===== src/hdl/rte_pkg.sv =====
// ----------------------------------------------------------------------------
// rte_pkg
// Shared constants and helpers for the clock-byte to epoch seconds converter.
// ----------------------------------------------------------------------------
`default_nettype none

package rte_pkg;

    localparam int BYTE_W   = 8;
    localparam int NUM_IN   = 7;
    localparam int IN_W     = BYTE_W * NUM_IN;
    localparam int OUT_W    = 32;
    localparam int YEAR_W   = 15;
    localparam int TOD_W    = 20;
    localparam int QUOT_W   = 9;
    localparam int MDAY_W   = 9;
    localparam int CFG_IDX_W = 1;

    // configuration register indexes
    localparam logic [CFG_IDX_W-1:0] CFG_BINARY_DATA = 1'd0;
    localparam logic [CFG_IDX_W-1:0] CFG_HOUR_24     = 1'd1;

    localparam int PM_BIT = 7;

    localparam logic [BYTE_W-1:0] HOUR_NOON   = 8'd12;
    localparam logic [BYTE_W-1:0] LAST_MONTH  = 8'd12;
    localparam logic [3:0]        FEB         = 4'd2;

    localparam logic [YEAR_W-1:0] YEARS_PER_CENTURY = 15'd100;
    localparam logic [TOD_W-1:0]  SEC_PER_HOUR      = 20'd3600;
    localparam logic [TOD_W-1:0]  SEC_PER_MIN       = 20'd60;
    localparam logic [OUT_W-1:0]  SEC_PER_DAY       = 32'd86400;
    localparam logic [OUT_W-1:0]  DAYS_PER_YEAR     = 32'd365;
    // day count of 1970-01-01 under the same rule
    localparam logic [OUT_W-1:0]  EPOCH_DAYS        = 32'd719162;

    // y / 100 as (y * 5243) >> 19, exact for y below 43690
    localparam int RECIP_SHIFT = 19;
    localparam int PROD_W      = 28;
    localparam logic [PROD_W-1:0] RECIP_100 = 28'd5243;

    // packed BCD or binary byte to value
    function automatic logic [BYTE_W-1:0] byte_decode(input logic [BYTE_W-1:0] b,
                                                      input logic binary);
        logic [BYTE_W-1:0] hi;
        logic [BYTE_W-1:0] lo;
        hi = {4'b0, b[7:4]};
        lo = {4'b0, b[3:0]};
        if (binary)
            return b;
        else
            return (hi << 3) + (hi << 1) + lo;
    endfunction

    // days in the months before month m, month already clamped to 0..12
    function automatic logic [MDAY_W-1:0] month_start(input logic [3:0] m);
        logic [MDAY_W-1:0] d;
        case (m)
            4'd2:    d = 9'd31;
            4'd3:    d = 9'd59;
            4'd4:    d = 9'd90;
            4'd5:    d = 9'd120;
            4'd6:    d = 9'd151;
            4'd7:    d = 9'd181;
            4'd8:    d = 9'd212;
            4'd9:    d = 9'd243;
            4'd10:   d = 9'd273;
            4'd11:   d = 9'd304;
            4'd12:   d = 9'd334;
            default: d = 9'd0;
        endcase
        return d;
    endfunction

endpackage

`default_nettype wire


===== src/hdl/rtc_time_to_epoch_seconds_core.sv =====
// ----------------------------------------------------------------------------
// rtc_time_to_epoch_seconds_core
// Converts a set of raw clock register bytes into seconds since 1970-01-01.
// ----------------------------------------------------------------------------
// pipeline: each accepted item passes through the stages in order to m_tvalid
// throughput: one item per cycle while m_tready is high; each stage holds
//   only while the one after it is full and stalled, so bubbles close up under back-pressure
// reset: clears all stage valid bits, binary_data to 0, hour_24 to 1
`default_nettype none

module rtc_time_to_epoch_seconds_core
(
    input  wire logic                            clk,
    input  wire logic                            rst_n,
    input  wire logic                            cfg_valid,
    output logic                                 cfg_ready,
    input  wire logic [rte_pkg::CFG_IDX_W-1:0]   cfg_index,
    input  wire logic                            cfg_data,
    input  wire logic                            s_tvalid,
    output logic                                 s_tready,
    // raw_second, raw_minute, raw_hour, raw_day, raw_month, raw_year,
    // raw_century, 8 bits each from bit 0 up
    input  wire logic [rte_pkg::IN_W-1:0]        s_tdata,
    output logic                                 m_tvalid,
    input  wire logic                            m_tready,
    // epoch_seconds
    output logic [rte_pkg::OUT_W-1:0]            m_tdata
);

    import rte_pkg::*;

    localparam int NSTG = 7;

    logic binary_data_reg;
    logic hour_24_reg;

    logic [NSTG-1:0] vld_reg;
    logic [NSTG-1:0] vld_next;
    logic [NSTG-1:0] stg_en;

    // ---------------- configuration ----------------
    assign cfg_ready = 1'b1;

    always_ff @(posedge clk or negedge rst_n)
    begin
        if (!rst_n)
        begin
            binary_data_reg <= 1'b0;
            hour_24_reg     <= 1'b1;
        end
        else if (cfg_valid && cfg_ready)
        begin
            case (cfg_index)
                CFG_BINARY_DATA: binary_data_reg <= cfg_data;
                CFG_HOUR_24:     hour_24_reg     <= cfg_data;
                default:         ;
            endcase
        end
    end

    // ---------------- flow control ----------------
    always_comb
    begin
        stg_en[NSTG-1] = !vld_reg[NSTG-1] || m_tready;
        for (int k = NSTG - 2; k >= 0; k--)
            stg_en[k] = !vld_reg[k] || stg_en[k+1];
    end

    always_comb
    begin
        vld_next = vld_reg;
        if (stg_en[0])
            vld_next[0] = s_tvalid;
        for (int k = 1; k < NSTG; k++)
            if (stg_en[k])
                vld_next[k] = vld_reg[k-1];
    end

    always_ff @(posedge clk or negedge rst_n)
    begin
        if (!rst_n)
            vld_reg <= '0;
        else
            vld_reg <= vld_next;
    end

    assign s_tready = stg_en[0];
    assign m_tvalid = vld_reg[NSTG-1];

    // ---------------- stage 1: byte decode ----------------
    logic [BYTE_W-1:0] sec1_next, min1_next, hr1_next, day1_next;
    logic [BYTE_W-1:0] mon1_next, yr1_next, cen1_next;
    logic [BYTE_W-1:0] sec1_reg, min1_reg, hr1_reg, day1_reg;
    logic [BYTE_W-1:0] mon1_reg, yr1_reg, cen1_reg;
    logic [BYTE_W-1:0] hr_raw;
    logic [BYTE_W-1:0] hr12;

    always_comb
    begin
        sec1_next = byte_decode(s_tdata[7:0],   binary_data_reg);
        min1_next = byte_decode(s_tdata[15:8],  binary_data_reg);
        day1_next = byte_decode(s_tdata[31:24], binary_data_reg);
        mon1_next = byte_decode(s_tdata[39:32], binary_data_reg);
        yr1_next  = byte_decode(s_tdata[47:40], binary_data_reg);
        cen1_next = byte_decode(s_tdata[55:48], binary_data_reg);
        hr_raw    = s_tdata[23:16];
        // 12-hour byte: pm flag stripped before decode
        hr12      = byte_decode({1'b0, hr_raw[PM_BIT-1:0]}, binary_data_reg);
        if (hour_24_reg)
            hr1_next = byte_decode(hr_raw, binary_data_reg);
        else if (hr_raw[PM_BIT])
            hr1_next = (hr12 == HOUR_NOON) ? HOUR_NOON : hr12 + HOUR_NOON;
        else
            hr1_next = (hr12 == HOUR_NOON) ? '0 : hr12;
    end

    always_ff @(posedge clk)
    begin
        if (stg_en[0])
        begin
            sec1_reg <= sec1_next;
            min1_reg <= min1_next;
            hr1_reg  <= hr1_next;
            day1_reg <= day1_next;
            mon1_reg <= mon1_next;
            yr1_reg  <= yr1_next;
            cen1_reg <= cen1_next;
        end
    end

    // ---------------- stage 2: full year, time of day ----------------
    logic [YEAR_W-1:0] year2_next, year2_reg;
    logic [TOD_W-1:0]  tod2_next, tod2_reg;
    logic [BYTE_W-1:0] day2_reg, mon2_reg;

    assign year2_next = YEAR_W'(cen1_reg) * YEARS_PER_CENTURY + YEAR_W'(yr1_reg);
    assign tod2_next  = TOD_W'(hr1_reg) * SEC_PER_HOUR + TOD_W'(min1_reg) * SEC_PER_MIN
                      + TOD_W'(sec1_reg);

    always_ff @(posedge clk)
    begin
        if (stg_en[1])
        begin
            year2_reg <= year2_next;
            tod2_reg  <= tod2_next;
            day2_reg  <= day1_reg;
            mon2_reg  <= mon1_reg;
        end
    end

    // ---------------- stage 3: century quotients ----------------
    logic [YEAR_W-1:0] y13_next, year3_reg, y13_reg;
    logic [PROD_W-1:0] py_prod, py1_prod;
    logic [QUOT_W-1:0] q100y3_reg, q100y13_reg;
    logic [TOD_W-1:0]  tod3_reg;
    logic [BYTE_W-1:0] day3_reg, mon3_reg;

    assign y13_next = year2_reg - YEAR_W'(1);
    assign py_prod  = PROD_W'(year2_reg) * RECIP_100;
    assign py1_prod = PROD_W'(y13_next) * RECIP_100;

    always_ff @(posedge clk)
    begin
        if (stg_en[2])
        begin
            year3_reg   <= year2_reg;
            y13_reg     <= y13_next;
            q100y3_reg  <= py_prod[RECIP_SHIFT +: QUOT_W];
            q100y13_reg <= py1_prod[RECIP_SHIFT +: QUOT_W];
            tod3_reg    <= tod2_reg;
            day3_reg    <= day2_reg;
            mon3_reg    <= mon2_reg;
        end
    end

    // ---------------- stage 4: year, month and day terms ----------------
    logic              is_cent;
    logic              leap;
    logic [3:0]        mon_cl;
    logic [OUT_W-1:0]  yterm4_next, yterm4_reg;
    logic [MDAY_W-1:0] mterm4_next, mterm4_reg;
    logic [OUT_W-1:0]  dterm4_next, dterm4_reg;
    logic [TOD_W-1:0]  tod4_reg;

    always_comb
    begin
        is_cent = (YEAR_W'(q100y3_reg) * YEARS_PER_CENTURY) == year3_reg;
        leap    = (year3_reg[1:0] == 2'b00 && !is_cent)
               || (is_cent && q100y3_reg[1:0] == 2'b00);
        mon_cl  = (mon3_reg > LAST_MONTH) ? LAST_MONTH[3:0] : mon3_reg[3:0];
        // year zero: one year back, no leap-day corrections
        if (year3_reg == '0)
            yterm4_next = '0 - DAYS_PER_YEAR;
        else
            yterm4_next = OUT_W'(y13_reg) * DAYS_PER_YEAR + OUT_W'(y13_reg >> 2)
                        - OUT_W'(q100y13_reg) + OUT_W'(q100y13_reg >> 2);
        mterm4_next = month_start(mon_cl) + MDAY_W'(leap && (mon_cl > FEB));
        dterm4_next = OUT_W'(day3_reg) - OUT_W'(1);
    end

    always_ff @(posedge clk)
    begin
        if (stg_en[3])
        begin
            yterm4_reg <= yterm4_next;
            mterm4_reg <= mterm4_next;
            dterm4_reg <= dterm4_next;
            tod4_reg   <= tod3_reg;
        end
    end

    // ---------------- stage 5: days since epoch ----------------
    logic [OUT_W-1:0] days5_next, days5_reg;
    logic [TOD_W-1:0] tod5_reg;

    assign days5_next = yterm4_reg + OUT_W'(mterm4_reg) + dterm4_reg - EPOCH_DAYS;

    always_ff @(posedge clk)
    begin
        if (stg_en[4])
        begin
            days5_reg <= days5_next;
            tod5_reg  <= tod4_reg;
        end
    end

    // ---------------- stage 6: days to seconds ----------------
    logic [OUT_W-1:0] dsec6_next, dsec6_reg;
    logic [TOD_W-1:0] tod6_reg;

    assign dsec6_next = days5_reg * SEC_PER_DAY;

    always_ff @(posedge clk)
    begin
        if (stg_en[5])
        begin
            dsec6_reg <= dsec6_next;
            tod6_reg  <= tod5_reg;
        end
    end

    // ---------------- stage 7: output register ----------------
    logic [OUT_W-1:0] epoch7_next, epoch7_reg;

    assign epoch7_next = dsec6_reg + OUT_W'(tod6_reg);

    always_ff @(posedge clk)
    begin
        if (stg_en[6])
            epoch7_reg <= epoch7_next;
    end

    assign m_tdata = epoch7_reg;

`ifndef SYNTHESIS
    // input only held back when every stage is occupied
    a_no_bubble_stall: assert property (@(posedge clk) disable iff (!rst_n)
        !s_tready |-> (vld_reg == {NSTG{1'b1}}))
        else $error("input stalled while a stage is empty");

    // a stalled middle stage keeps its item
    a_mid_hold: assert property (@(posedge clk) disable iff (!rst_n)
        (vld_reg[3] && !stg_en[3]) |=>
            (vld_reg[3] && $stable(yterm4_reg) && $stable(dterm4_reg)))
        else $error("stalled stage lost its item");

    // reciprocal quotient stays exact over the year range
    a_q100: assert property (@(posedge clk) disable iff (!rst_n)
        vld_reg[2] |->
            ((16'(q100y3_reg) * 16'd100) <= 16'(year3_reg))
            && ((16'(year3_reg) - 16'(q100y3_reg) * 16'd100) < 16'd100))
        else $error("century quotient out of range");
`endif

endmodule

`default_nettype wire


===== config.mk =====
export PLATFORM = sky130hd
export DESIGN_NAME = rtc_time_to_epoch_seconds_core
export DESIGN_NICKNAME = d
export VERILOG_FILES = /design/src/hdl/rte_pkg.sv /design/src/hdl/rtc_time_to_epoch_seconds_core.sv
export SDC_FILE = /design/constraint.sdc
export NUM_CORES = 2
export LEC_CHECK = 0
export ABC_CLOCK_PERIOD_IN_PS = 17090
export BUFFER_PORTS_ARGS = -buffer_cell sky130_fd_sc_hd__buf_2
export CAP_MARGIN = 20
export CELL_PAD_IN_SITES_DETAIL_PLACEMENT = 1
export CELL_PAD_IN_SITES_GLOBAL_PLACEMENT = 2
export CORE_MARGIN = 8
export CORE_UTILIZATION = 30
export DETAILED_ROUTE_END_ITERATION = 12
export PLACE_DENSITY = 0.64
export SLEW_MARGIN = 20
export SYNTH_ARGS = -nofsm -noshare
export SYNTH_HDL_FRONTEND = slang
export SYNTH_SLANG_ARGS = --single-unit
export TNS_END_PERCENT = 1

===== constraint.sdc =====
create_clock -name clk -period 17.09 [get_ports clk]
set_input_delay 0.8545 -clock clk [delete_from_list [all_inputs] [get_ports clk]]
set_output_delay 0.8545 -clock clk [all_outputs]
set_load 0.01 [all_outputs]

==> results.yml <==
synth:
  synth-edff-count: 376
  synth_commonest_cells: "inv_1, ha_1, edfxtp_1"
  synth_nets: 4251
  yosysUniqueCellTypes: 82
  synth_top_area_cell: "edfxtp_1"
  synth_seq_cells: 385
  synthTopCellsByArea: "edfxtp_1, ha_1, fa_1, inv_1, xnor2_1"
  yosys_warnings: 0
  synth-main-ff-cell: "edfxtp_1"
  synth_top_area_frac: 0.311
  synth_most_common_cell: "inv_1"
  synthesis.area_um2: 36300
  seq_area_frac_synth: 0.317
  async_flop_share: 0.0234
  synth.avg_cell_area_um2: 11.3
  synth_cells: 3215
floorplan:
  fp.dieArea_um2: 132000
  placementRows: 127
  die_h_um: 364
  core-area_um2: 120000
  io_pins: 98
  die_x_um: 364
  start_util: 0.303
sta:
  setup_slack_ns: 9.44
  hold_viol: 0
  fin_crit_ns: 7.65
  finClkSkew_ns: 0.0248
  max-slew-margin-rel: 0.349
  period_share: 0.448
  setup_viol: 0
  worst_pin_slew_ns: 0.968
  setup_tns_ns: 0
  timing.final.max_slew_violations: 0
  rsz0062_at_grt: "false"
  max_freq_mhz: 131
worst_hold_path:
  hold_path_class: "in -> async"
cts:
  h-tree-depth: 2
  cts_buffer_depth: 3
  cts.sinks: 385
  cts_setup_buffers: 0
  cts_resized: 0
  numCtsBuffers: 49
  clock_latency_ns: 0.64
  clk_pin_slew_ns: 0.06
  cts_tree: "built"
  cts.root.buffer_cell: "clkbuf_16"
  hold_buffers: 0
global_route:
  grt_max_degree: 76
  grt_usage: 0.122
  overflow: 0
  grt_pass1_wl_um: 132000
  antenna_found_initial: 3
  grt_pass1_vias: 24500
worst_setup_path:
  crit_start: "year2_reg[0]$_DFFE_PP_"
  crit_path_max_incr_delay_ns: 0.71
  r2r_start: "year2_reg[0]$_DFFE_PP_"
  cp_common_cell: "inv_1"
  cp.arrival_ns: 8.02
  crit_slowest_cell: "xnor2_1"
  critPathCaptureType: "flip-flop"
  cp_max_fo: 9
  cp_num_buf_inv: 5
  crit_type: "reg -> reg"
  cp.required_ns: 17.46
  crit_family: "adder cells"
  critPathLaunchType: "flip-flop"
routing:
  drcViolationCount: 0
  drt_iter0_drc: 634
  detail-route-antenna-nets: 0
  vias_per_cell: 4.40
  vias: 22000
  routedWlPerCell_um: 15.7
  first_pass_iters: 4
  routed_wl_um: 78500
placement:
  hpwl_um: 66300
  globalplace.congestion: 0.784
  dp_slack_ns: 9.32
  portBuffers: 96
  dp.cells: 4913
cells_and_area:
  area_growth_pct: 11.5
  final_cells: 5002
  drive_above_1_share: 0.0696
  fin_util: 0.337
  finalNetCount: 4389
  largest_register_ffs: 32
status:
  status: "finished, final reports clean"
run:
  maxCapViolations: 0
==> worst register-to-register path, stage by stage, from the launching register on <==
cell and delay (ns):
edfxtp_1 0.56, inv_1 0.27, ha_1 0.33, o211ai_1 0.18, a21boi_0 0.33, nand2_1 0.14
nand2_1 0.09, nand2_1 0.08, xnor2_1 0.71, inv_1 0.23, fa_1 0.55, inv_1 0.04
ha_1 0.30, fa_1 0.48, fa_1 0.55, inv_1 0.05, fa_1 0.52, inv_1 0.04
ha_1 0.32, o21a_1 0.19, o2111ai_1 0.23, nor4_1 0.14, nor3_1 0.34, nor3_1 0.10
a2111oi_0 0.49, xnor2_1 0.11
==> layer usage <==
metal / up-vias / wire [um] / track usage
met1: 10800 / 38600 / 0.166
met5: - / 0 / 0
li1: 11000 / - / -
met4: 0 / 1440 / 0.0253
met2: 152 / 36300 / 0.206
met3: 75 / 2110 / 0.0187
==> cells by family (layout without fill, tap and decap cells) <==
logic type,count (synthesis),after routing,share of synthesized area
compound gates,423,423,0.0757
fa+ha+maj,973,973,0.402
xor+xnor,249,249,0.0605
other cells,1,2,0.000103
simple gates,399,399,0.0569
flops,385,385,0.317
mux,28,28,0.00845
buf+inv,757,931,0.0787
==> final timing paths <==
kind	endpoint	slack [ns]	cells after the start
min in group clk	mon3_reg[2]$_DFFE_PP_	0.41	0
worst min register to register	mon3_reg[2]$_DFFE_PP_	0.41	0
max in group asynchronous	hour_24_reg$_DFFE_PN1P_	16.77	1
worst max-delay path	q100y13_reg[8]$_DFFE_PP_	9.44	25
worst max register to register	q100y13_reg[8]$_DFFE_PP_	9.44	25
worst min-delay path	vld_reg[3]$_DFFE_PN0P_	0.07	1
==> through the flow <==
stage | instance area, um2 | hold WS, ns
CTS | 40500 | 0.00952
floorplan | 36300 | 0.400
global placement | 38800 | 0.403
detailed placement | 38800 | 0.405
global route | 40500 | 0.0306
finish | 40500 | 0.0720
==> area by class of cell <==
type                       count  area, um2
fill                       13300      79500
tap                         1612       2020
clock inverter                26        362
multi-input combinational   2073      22000
timing repair buffer         108        571
inverter                     736       2760
clock buffer                  61       1300
sequential                   385      11500
antenna                        1       2.50
==> placed cells by master (no fill, tap or decap), drive strengths merged, types with 13 or more instances in the layout <==
| cell | netlist | layout |
|---|---|---|
| nand2 | 104 | 104 |
| nor4 | 14 | 14 |
| a21oi | 132 | 132 |
| nor3 | 27 | 27 |
| a21boi | 13 | 13 |
| clkinv | 0 | 14 |
| inv | 736 | 740 |
| o21ai | 78 | 78 |
| fa | 324 | 324 |
| edfxtp | 376 | 376 |
| o211ai | 14 | 14 |
| nand2b | 22 | 22 |
| or3 | 19 | 19 |
| nand4 | 15 | 15 |
| o21bai | 21 | 21 |
| mux2 | 21 | 21 |
| nor2b | 25 | 25 |
| nor2 | 73 | 73 |
| clkbuf | 15 | 62 |
| and3 | 20 | 20 |
| xnor2 | 169 | 169 |
| ha | 649 | 649 |
| nand3 | 37 | 37 |
| buf | 6 | 107 |
| or2 | 14 | 14 |
| a21o | 68 | 68 |
| xor2 | 80 | 80 |
Power is left out: the tool's default activity adds up to more than one toggle a clock period on the data nets, which glitch-free logic cannot reach.
